File: config.mk
export PLATFORM = sky130hd
export DESIGN_NAME = int_to_double_scaled
export DESIGN_NICKNAME = d
export VERILOG_FILES = /design/src/sv/itds_pkg.sv /design/src/sv/itds_front.sv /design/src/sv/itds_queue.sv /design/src/sv/itds_back.sv /design/src/sv/int_to_double_scaled.sv
export SDC_FILE = /design/constraint.sdc
export NUM_CORES = 1
export LEC_CHECK = 0
export BUFFER_PORTS_ARGS = -buffer_cell sky130_fd_sc_hd__buf_2
export CORE_ASPECT_RATIO = 0.6
export CORE_UTILIZATION = 40
export DETAILED_ROUTE_END_ITERATION = 8
export PLACE_DENSITY = 0.71
export RECOVER_POWER = 25
export SLEW_MARGIN = 20
export SYNTH_ARGS = -nofsm -noshare
export SYNTH_HDL_FRONTEND = slang
export SYNTH_SLANG_ARGS = --single-unit
File: constraint.sdc
create_clock -name clock -period 7.3 [get_ports clock]
set_input_delay 0.73 -clock clock [delete_from_list [all_inputs] [get_ports clock]]
set_output_delay 0.73 -clock clock [all_outputs]
set_load 0.01 [all_outputs]
File: src/sv/itds_pkg.sv
// Shared types, constants and a helper function for the scaled int-to-double converter.
// No dependencies; every other file refers to it by scoped names.
`timescale 1ns / 1ps

package itds_pkg;

   // IEEE-754 binary64 layout
   localparam int FRAC_BITS   = 52;
   localparam int EXP_BITS    = 11;
   localparam int TOP_BIT     = 63;
   // exponent bias plus the 53-bit significand offset
   localparam int BIAS_LOW    = 1076;
   // low bits of the normalized word folded into the sticky bit
   localparam int STICKY_BITS = 9;
   // biased exponent (minus one) at which the result saturates to infinity
   localparam int EXP_SAT     = 2046;
   // round-up decision indexed by {lsb, guard, sticky}
   localparam logic [7:0] ROUND_TABLE = 8'hC8;

   typedef enum logic [1:0] {
      CLS_ZERO,
      CLS_UNDER,
      CLS_OVER,
      CLS_NORMAL
   } class_type;

   // one classified word waiting for the back end
   typedef struct packed {
      logic                 sign;
      logic [63:0]          mag;
      logic [5:0]           lz;
      logic [EXP_BITS-1:0]  bexp;
      class_type            cls;
   } entry_type;

   // leading-zero count, six halving steps; an all-zero word gives 63
   function automatic logic [5:0] lead_zeros(input logic [63:0] value);
      logic [63:0] v;
      logic [63:0] mask;
      logic [5:0]  n;
      v = value;
      n = '0;
      for (int k = 5; k >= 0; k--) begin
         mask = ~64'd0 << (64 - (1 << k));
         if ((v & mask) == 64'd0) begin
            v    = v << (1 << k);
            n[k] = 1'b1;
         end
      end
      return n;
   endfunction

endpackage

File: src/sv/itds_front.sv
// Front end: scale register, sign/magnitude split, leading-zero count and classification.
// Depends on itds_pkg.
`timescale 1ns / 1ps

module itds_front (
   input  logic                clock,
   input  logic                reset,
   input  logic                csr_wen,
   input  logic [11:0]         csr_wdata,
   input  logic [63:0]         req_tdata,   // int_value [63:0]
   output itds_pkg::entry_type entry
);

   logic [11:0]        scale_exp_ff;
   logic               sign;
   logic [63:0]        mag;
   logic [5:0]         lz;
   logic signed [13:0] bexp_wide;

   // scale register
   always_ff @(posedge clock) begin
      if (reset) begin
         scale_exp_ff <= '0;
      end else if (csr_wen) begin
         scale_exp_ff <= csr_wdata;
      end
   end

   // sign, magnitude and exponent before rounding
   always_comb begin
      sign      = req_tdata[itds_pkg::TOP_BIT];
      mag       = sign ? (64'd0 - req_tdata) : req_tdata;
      lz        = itds_pkg::lead_zeros(mag);
      bexp_wide = 14'(itds_pkg::BIAS_LOW + itds_pkg::STICKY_BITS)
                  + {{2{scale_exp_ff[11]}}, scale_exp_ff}
                  - {8'd0, lz};
   end

   // classify
   always_comb begin
      entry.sign = sign;
      entry.mag  = mag;
      entry.lz   = lz;
      entry.bexp = bexp_wide[itds_pkg::EXP_BITS-1:0];
      if (mag == 64'd0) begin
         entry.cls = itds_pkg::CLS_ZERO;
      end else if (bexp_wide < 14'sd0) begin
         entry.cls = itds_pkg::CLS_UNDER;
      end else if (bexp_wide >= 14'(itds_pkg::EXP_SAT)) begin
         entry.cls = itds_pkg::CLS_OVER;
      end else begin
         entry.cls = itds_pkg::CLS_NORMAL;
      end
   end

endmodule

File: src/sv/itds_queue.sv
// Short register queue between the front and back ends.
// Depends on itds_pkg.
`timescale 1ns / 1ps

module itds_queue #(
   parameter int DEPTH = 2
) (
   input  logic                clock,
   input  logic                reset,
   input  logic                push,
   input  itds_pkg::entry_type push_entry,
   output logic                full,
   input  logic                pop,
   output logic                head_valid,
   output itds_pkg::entry_type head_entry
);

   localparam int PTR_W = (DEPTH > 1) ? $clog2(DEPTH) : 1;
   localparam int CNT_W = $clog2(DEPTH + 1);

   itds_pkg::entry_type slot_ff [DEPTH];
   logic [PTR_W-1:0]    wr_ptr_ff, wr_ptr_in;
   logic [PTR_W-1:0]    rd_ptr_ff, rd_ptr_in;
   logic [CNT_W-1:0]    count_ff, count_in;

   // pointer and fill bookkeeping
   always_comb begin
      wr_ptr_in = wr_ptr_ff;
      rd_ptr_in = rd_ptr_ff;
      count_in  = count_ff;
      if (push) begin
         wr_ptr_in = (wr_ptr_ff == PTR_W'(DEPTH - 1)) ? '0 : wr_ptr_ff + 1'b1;
      end
      if (pop) begin
         rd_ptr_in = (rd_ptr_ff == PTR_W'(DEPTH - 1)) ? '0 : rd_ptr_ff + 1'b1;
      end
      if (push && !pop) begin
         count_in = count_ff + 1'b1;
      end else if (pop && !push) begin
         count_in = count_ff - 1'b1;
      end
   end

   always_ff @(posedge clock) begin
      if (reset) begin
         wr_ptr_ff <= '0;
         rd_ptr_ff <= '0;
         count_ff  <= '0;
      end else begin
         wr_ptr_ff <= wr_ptr_in;
         rd_ptr_ff <= rd_ptr_in;
         count_ff  <= count_in;
      end
   end

   // payload slots
   always_ff @(posedge clock) begin
      if (push) begin
         slot_ff[wr_ptr_ff] <= push_entry;
      end
   end

   assign full       = (count_ff == CNT_W'(DEPTH));
   assign head_valid = (count_ff != '0);
   assign head_entry = slot_ff[rd_ptr_ff];

   // checks
   a_count_bound: assert property (@(posedge clock) disable iff (reset)
      count_ff <= CNT_W'(DEPTH))
      else $error("queue fill beyond depth");
   a_count_up: assert property (@(posedge clock) disable iff (reset)
      push && !pop |=> count_ff == $past(count_ff) + 1'b1)
      else $error("queue fill did not rise on push");
   a_count_down: assert property (@(posedge clock) disable iff (reset)
      pop && !push |=> count_ff == $past(count_ff) - 1'b1)
      else $error("queue fill did not fall on pop");
   a_ptr_hold: assert property (@(posedge clock) disable iff (reset)
      !push && !pop |=> $stable(wr_ptr_ff) && $stable(rd_ptr_ff))
      else $error("queue pointers moved while idle");

endmodule

File: src/sv/itds_back.sv
// Back end: normalizing shift, sticky/round-to-nearest-even, packing and output register.
// Depends on itds_pkg.
`timescale 1ns / 1ps

module itds_back (
   input  logic                clock,
   input  logic                reset,
   input  logic                head_valid,
   input  itds_pkg::entry_type head_entry,
   output logic                pop,
   output logic                rsp_tvalid,
   input  logic                rsp_tready,
   output logic [63:0]         rsp_tdata    // double_bits [63:0]
);

   logic        rsp_valid_ff, rsp_valid_in;
   logic [63:0] rsp_data_ff, rsp_data_in;
   logic [63:0] norm;
   logic [54:0] sig;
   logic        round_up;
   logic [62:0] body;

   // pop whenever the output register is free or being drained
   assign pop = head_valid && (!rsp_valid_ff || rsp_tready);

   // normalize, fold sticky into the lowest kept bit, round and pack
   always_comb begin
      norm     = head_entry.mag << head_entry.lz;
      sig      = norm[63:itds_pkg::STICKY_BITS] | {54'd0, |norm[itds_pkg::STICKY_BITS-1:0]};
      round_up = itds_pkg::ROUND_TABLE[sig[2:0]];
      body     = {10'd0, sig[54:2]}
                 + {head_entry.bexp, {itds_pkg::FRAC_BITS{1'b0}}}
                 + {62'd0, round_up};
      case (head_entry.cls)
         itds_pkg::CLS_ZERO: begin
            rsp_data_in = '0;
         end
         itds_pkg::CLS_UNDER: begin
            rsp_data_in = {head_entry.sign, 63'd0};
         end
         itds_pkg::CLS_OVER: begin
            rsp_data_in = {head_entry.sign, {itds_pkg::EXP_BITS{1'b1}},
                           {itds_pkg::FRAC_BITS{1'b0}}};
         end
         default: begin
            rsp_data_in = {head_entry.sign, body};
         end
      endcase
   end

   // output valid
   always_comb begin
      rsp_valid_in = rsp_valid_ff;
      if (pop) begin
         rsp_valid_in = 1'b1;
      end else if (rsp_tready) begin
         rsp_valid_in = 1'b0;
      end
   end

   always_ff @(posedge clock) begin
      if (reset) begin
         rsp_valid_ff <= 1'b0;
      end else begin
         rsp_valid_ff <= rsp_valid_in;
      end
   end

   always_ff @(posedge clock) begin
      if (pop) begin
         rsp_data_ff <= rsp_data_in;
      end
   end

   assign rsp_tvalid = rsp_valid_ff;
   assign rsp_tdata  = rsp_data_ff;

endmodule

File: src/sv/int_to_double_scaled.sv
// Top level of the scaled int64 to binary64 converter.
// Depends on itds_pkg, itds_front, itds_queue and itds_back.
`timescale 1ns / 1ps
//
// Usage:
//   req_*  : input stream, one 64-bit two's complement integer per word.
//   rsp_*  : result stream, one binary64 bit pattern per input word, in order.
//   csr_*  : write port for the signed 12-bit scale; the value converted is
//            int_value * 2^scale. Write it only while no word is in flight.
// Path: an accepted word is held in two register stages (queue slot, output
//   register) and enters the output register once that register is free.
// Throughput: one word per cycle unless stalled. The front end (negate,
//   leading-zero count, classification) writes the queue in the accept
//   cycle; the back end (normalizing shift, rounding add, packing) drains
//   one entry per cycle. Stall: while rsp_tready is low the output register
//   holds its word and the queue fills; req_tready drops once QUEUE_DEPTH
//   words are buffered and rises again as soon as an entry is drained.
// Reset: synchronous; empties the queue and output register and sets the
//   scale to zero.
//
module int_to_double_scaled #(
   parameter int QUEUE_DEPTH = 2
) (
   input  logic        clock,
   input  logic        reset,
   input  logic        csr_wen,
   input  logic [11:0] csr_wdata,
   input  logic        req_tvalid,
   output logic        req_tready,
   input  logic [63:0] req_tdata,   // int_value [63:0]
   output logic        rsp_tvalid,
   input  logic        rsp_tready,
   output logic [63:0] rsp_tdata    // double_bits [63:0]
);

   itds_pkg::entry_type front_entry;
   itds_pkg::entry_type head_entry;
   logic                push;
   logic                full;
   logic                pop;
   logic                head_valid;

   assign req_tready = !full;
   assign push       = req_tvalid && req_tready;

   // front end
   itds_front u_front (
      .clock     (clock),
      .reset     (reset),
      .csr_wen   (csr_wen),
      .csr_wdata (csr_wdata),
      .req_tdata (req_tdata),
      .entry     (front_entry)
   );

   // decoupling queue
   itds_queue #(
      .DEPTH (QUEUE_DEPTH)
   ) u_queue (
      .clock      (clock),
      .reset      (reset),
      .push       (push),
      .push_entry (front_entry),
      .full       (full),
      .pop        (pop),
      .head_valid (head_valid),
      .head_entry (head_entry)
   );

   // back end
   itds_back u_back (
      .clock      (clock),
      .reset      (reset),
      .head_valid (head_valid),
      .head_entry (head_entry),
      .pop        (pop),
      .rsp_tvalid (rsp_tvalid),
      .rsp_tready (rsp_tready),
      .rsp_tdata  (rsp_tdata)
   );

endmodule

==> flow_metrics.py <==
metrics = {
    "synth": {
        "synth-xor-area-share": 0.0583,
        "yosysWarnings": 0,
        "yosys.area_share.simple": 0.174,
        "synthTopCellsByArea": "edfxtp_1 38%, mux2i_1 12%, mux2_2 3.9%",
        "syn_area_sq_um": 18300,
        "ys_async_sr_fraction": 0,
        "syn_avg_cell_area_sq_um": 10.2,
        "synth_seq_cells": 250,
        "seq_area_frac_synth": 0.400,
        "synth-edff-count": 232,
        "synth_common_cells": "232 x edfxtp_1, 219 x mux2i_1, 160 x nor2_1, 145 x nand2_1, 73 x xnor2_1",
        "syn-instance-count": 1797,
        "ys_types": 103,
        "synth_top_family_by_area": "multiplexers",
        "synth_top_area_frac": 0.380,
        "synth_nets": 1890,
        "synth_adder_area_share": 0.00861,
        "synth_mux_area_frac": 0.185,
        "synth.most_common_cell": "edfxtp_1",
        "synth_top_area_cell": "edfxtp_1",
        "synth_compound_area_frac": 0.138,
        "synth_ff_type": "edfxtp_1",
    },
    "clock_tree": {
        "root_buffer": "clkbuf_16",
        "clk-insertion-delay-late_ps": 560,
        "tritoncts": "built",
        "path_clk_slew_ps": 60,
        "clockBufferDepth": 3,
        "clock-sinks": 250,
        "hold_buffers": 0,
        "cts_inserted_buffers": 24,
        "htreeDepth": 1,
    },
    "run": {
        "max-cap-violations": 1,
    },
    "floorplanning": {
        "io_pins": 147,
        "die_y_um": 168,
        "dieArea_sq_um": 46700,
        "die_w_um": 278,
        "design.core.area_sq_um": 45000,
        "start_util": 0.407,
        "rows": 60,
    },
    "route": {
        "vias_per_cell": 6.05,
        "drt_iter0_markers": 2371,
        "num_vias": 16654,
        "firstDrtPassIters": 8,
        "drcViolationCount": 0,
        "wl_per_cell_um": 23.5,
        "wl_mm": 64.6,
        "postRouteAntennaNets": 0,
    },
    "worst_setup_path": {
        "path_common_cell": "buf_4",
        "slowest_stage": "or4_4",
        "cp_max_fo": 5,
        "r2r_cells": 14,
        "critical_path_class": "primary input to flip-flop",
        "critical_path.reg2reg.endpoint": "u_back.rsp_tdata[59]",
        "slowest_delay_ps": 480,
        "cp.arrival_ps": 7360,
        "endpoint_kind": "flip-flop",
        "required_ps": 7580,
        "r2r_setup_slack_ps": 1070,
        "worstSetupStartpointType": "primary input",
    },
    "sta": {
        "fmax_mhz": 141,
        "whs_ps": 431,
        "finalSetupViolCount": 0,
        "clock_skew_ps": 30.2,
        "tns_ps": 0,
        "final_max_slew_viol_count": 66,
        "finalWorstSetupSlack_ps": 219,
        "worst_pin_slew_ps": 3610,
        "fin_crit_ps": 7080,
        "fin_crit_sh": 0.970,
        "hold_violations": 0,
        "max_slew_margin": -1.40,
    },
    "place": {
        "placed_area_sq_um": 21400,
        "dp_slack_ps": -714,
        "io_buffers": 146,
        "dp_hpwl_mm": 51.2,
        "dpl.cell_count": 2702,
        "gp_congestion": 1.00,
    },
    "power_and_ir_drop": {
        "internal-power_mw": 4.66,
        "ir_drop_v": 0.000268,
        "p_seq_frac": 0.260,
        "p_clk_frac": 0.145,
        "swShare": 0.462,
        "switching_power_mw": 4.01,
        "power.leakage_nw": 8.34,
        "finalPower_mw": 8.68,
        "powerDensity_nw_per_um2": 388,
        "p_comb_frac": 0.595,
    },
    "finish": {
        "drive_gt1_frac": 0.267,
        "num_antenna_cells": 0,
        "stdcell_count": 2753,
        "fin_area_sq_um": 22300,
        "syn_to_final_growth_pct": 22.0,
        "postLayoutCoreUtil": 0.497,
        "final_nets": 2240,
        "fillers": 4095,
    },
    "global_route": {
        "grt_pass1_wl_mm": 97.2,
        "grt_pass1_vias": 15924,
        "grt_start_max_net_pins": 70,
        "grt_usage": 0.270,
        "overflow": 0,
        "antenna_found_initial": 2,
    },
    "worst_hold_path": {
        "min_path_type": "primary input to flip-flop",
        "holdPathStages": 3,
        "whs_endpoint": "u_front.scale_exp_ff[11]",
        "hold_start": "csr_wdata[11]",
    },
    "outcome": {
        "status": "finished with violations",
        "violations": "max-capacitance violations, max-slew violations",
    },
}
cell families (layout without fill, tap and decap cells):
kind of cell | count (synthesis) | count (layout)
AO/OA/AOI/OAI | 356 | 356
XOR/XNOR | 122 | 122
adder cells (fa/ha/maj) | 12 | 12
buffers and inverters | 150 | 517
flip-flops | 250 | 250
multiplexers | 306 | 306
AND/OR/NAND/NOR | 601 | 601
routing by layer:
metal,wire [um],share of wire,up-vias,track usage
li1,-,-,7597,-
met3,6760,0.10,57,0.0599
met4,772,0.012,0,0.0377
met5,0,0,-,0
met2,26000,0.40,895,0.383
met1,31100,0.48,8105,0.421
state kept, by name (all words and copies together) (netlist names), named ones only:
register	flops
u_back.rsp_tdata	64
u_back.rsp_tvalid	1
u_queue.rd_ptr_ff	1
u_front.scale_exp_ff	12
u_queue.wr_ptr_ff	1
u_queue.count_ff	2
u_queue.slot_ff	168
power by group through the flow:
| stage | Sequential, mW | Clock [mW] | Combinational [mW] |
|---|---|---|---|
| after CTS | 2.24 | 1.28 | 5.04 |
| after detailed placement | 2.27 | 0 | 5.02 |
| after global placement | 2.25 | 0 | 4.98 |
| after global routing | 2.30 | 1.33 | 5.48 |
| final | 2.26 | 1.26 | 5.16 |
| after floorplan | 2.33 | 0 | 3.32 |
cell usage in the layout, fill, tap and decap left out, types with 58 or more instances in the layout:
master and instances:
a21oi_1 58, edfxtp_1 232, buf_4 276, mux2i_1 215, nor2_1 159, clkbuf_1 68, nand2_1 145, buf_2 84
mux2_2 65, o21ai_0 65, xnor2_1 71
final cells by class:
class	count	area, sq um	share of cell area
clock buffers	28	637	0.0285
clock inverters	15	140	0.00627
inverters	49	184	0.00823
multi-input cells	1397	10600	0.473
flip-flops and latches	250	7330	0.328
well taps	589	737	0.0330
repair buffers	425	2740	0.122
critical path, delay by kind of cell:
kind | cells | cell delay [ps]
buf+inv | 7 | 930
compound gates | 10 | 1680
xor+xnor | 2 | 500
simple gates | 14 | 2830
fa+ha+maj | 3 | 670
how the worst max path moves through the flow:
stage / start / endpoint / depth (start not counted) / slack [ps]
global placement: req_tdata[18] / u_queue.slot_ff[0][0] / 32 / -440
detailed placement: req_tdata[0] / u_queue.slot_ff[0][0] / 35 / -710
floorplan: req_tdata[1] / u_queue.slot_ff[0][0] / 32 / 230
finish: req_tdata[0] / u_queue.slot_ff[0][0] / 36 / 220
global route: req_tdata[0] / u_queue.slot_ff[0][0] / 36 / -50
CTS: req_tdata[18] / u_queue.slot_ff[0][0] / 34 / 20
timing repair:
action                                  in CTS  in global routing
endpoints found under the hold margin        0                  0
pin swaps                                    1                 14
setup buffers                                1                  7
endpoints found under the setup margin       2                  6
resized for setup                            1                 44
No activity file was read; power rests on OpenSTA's default activity.
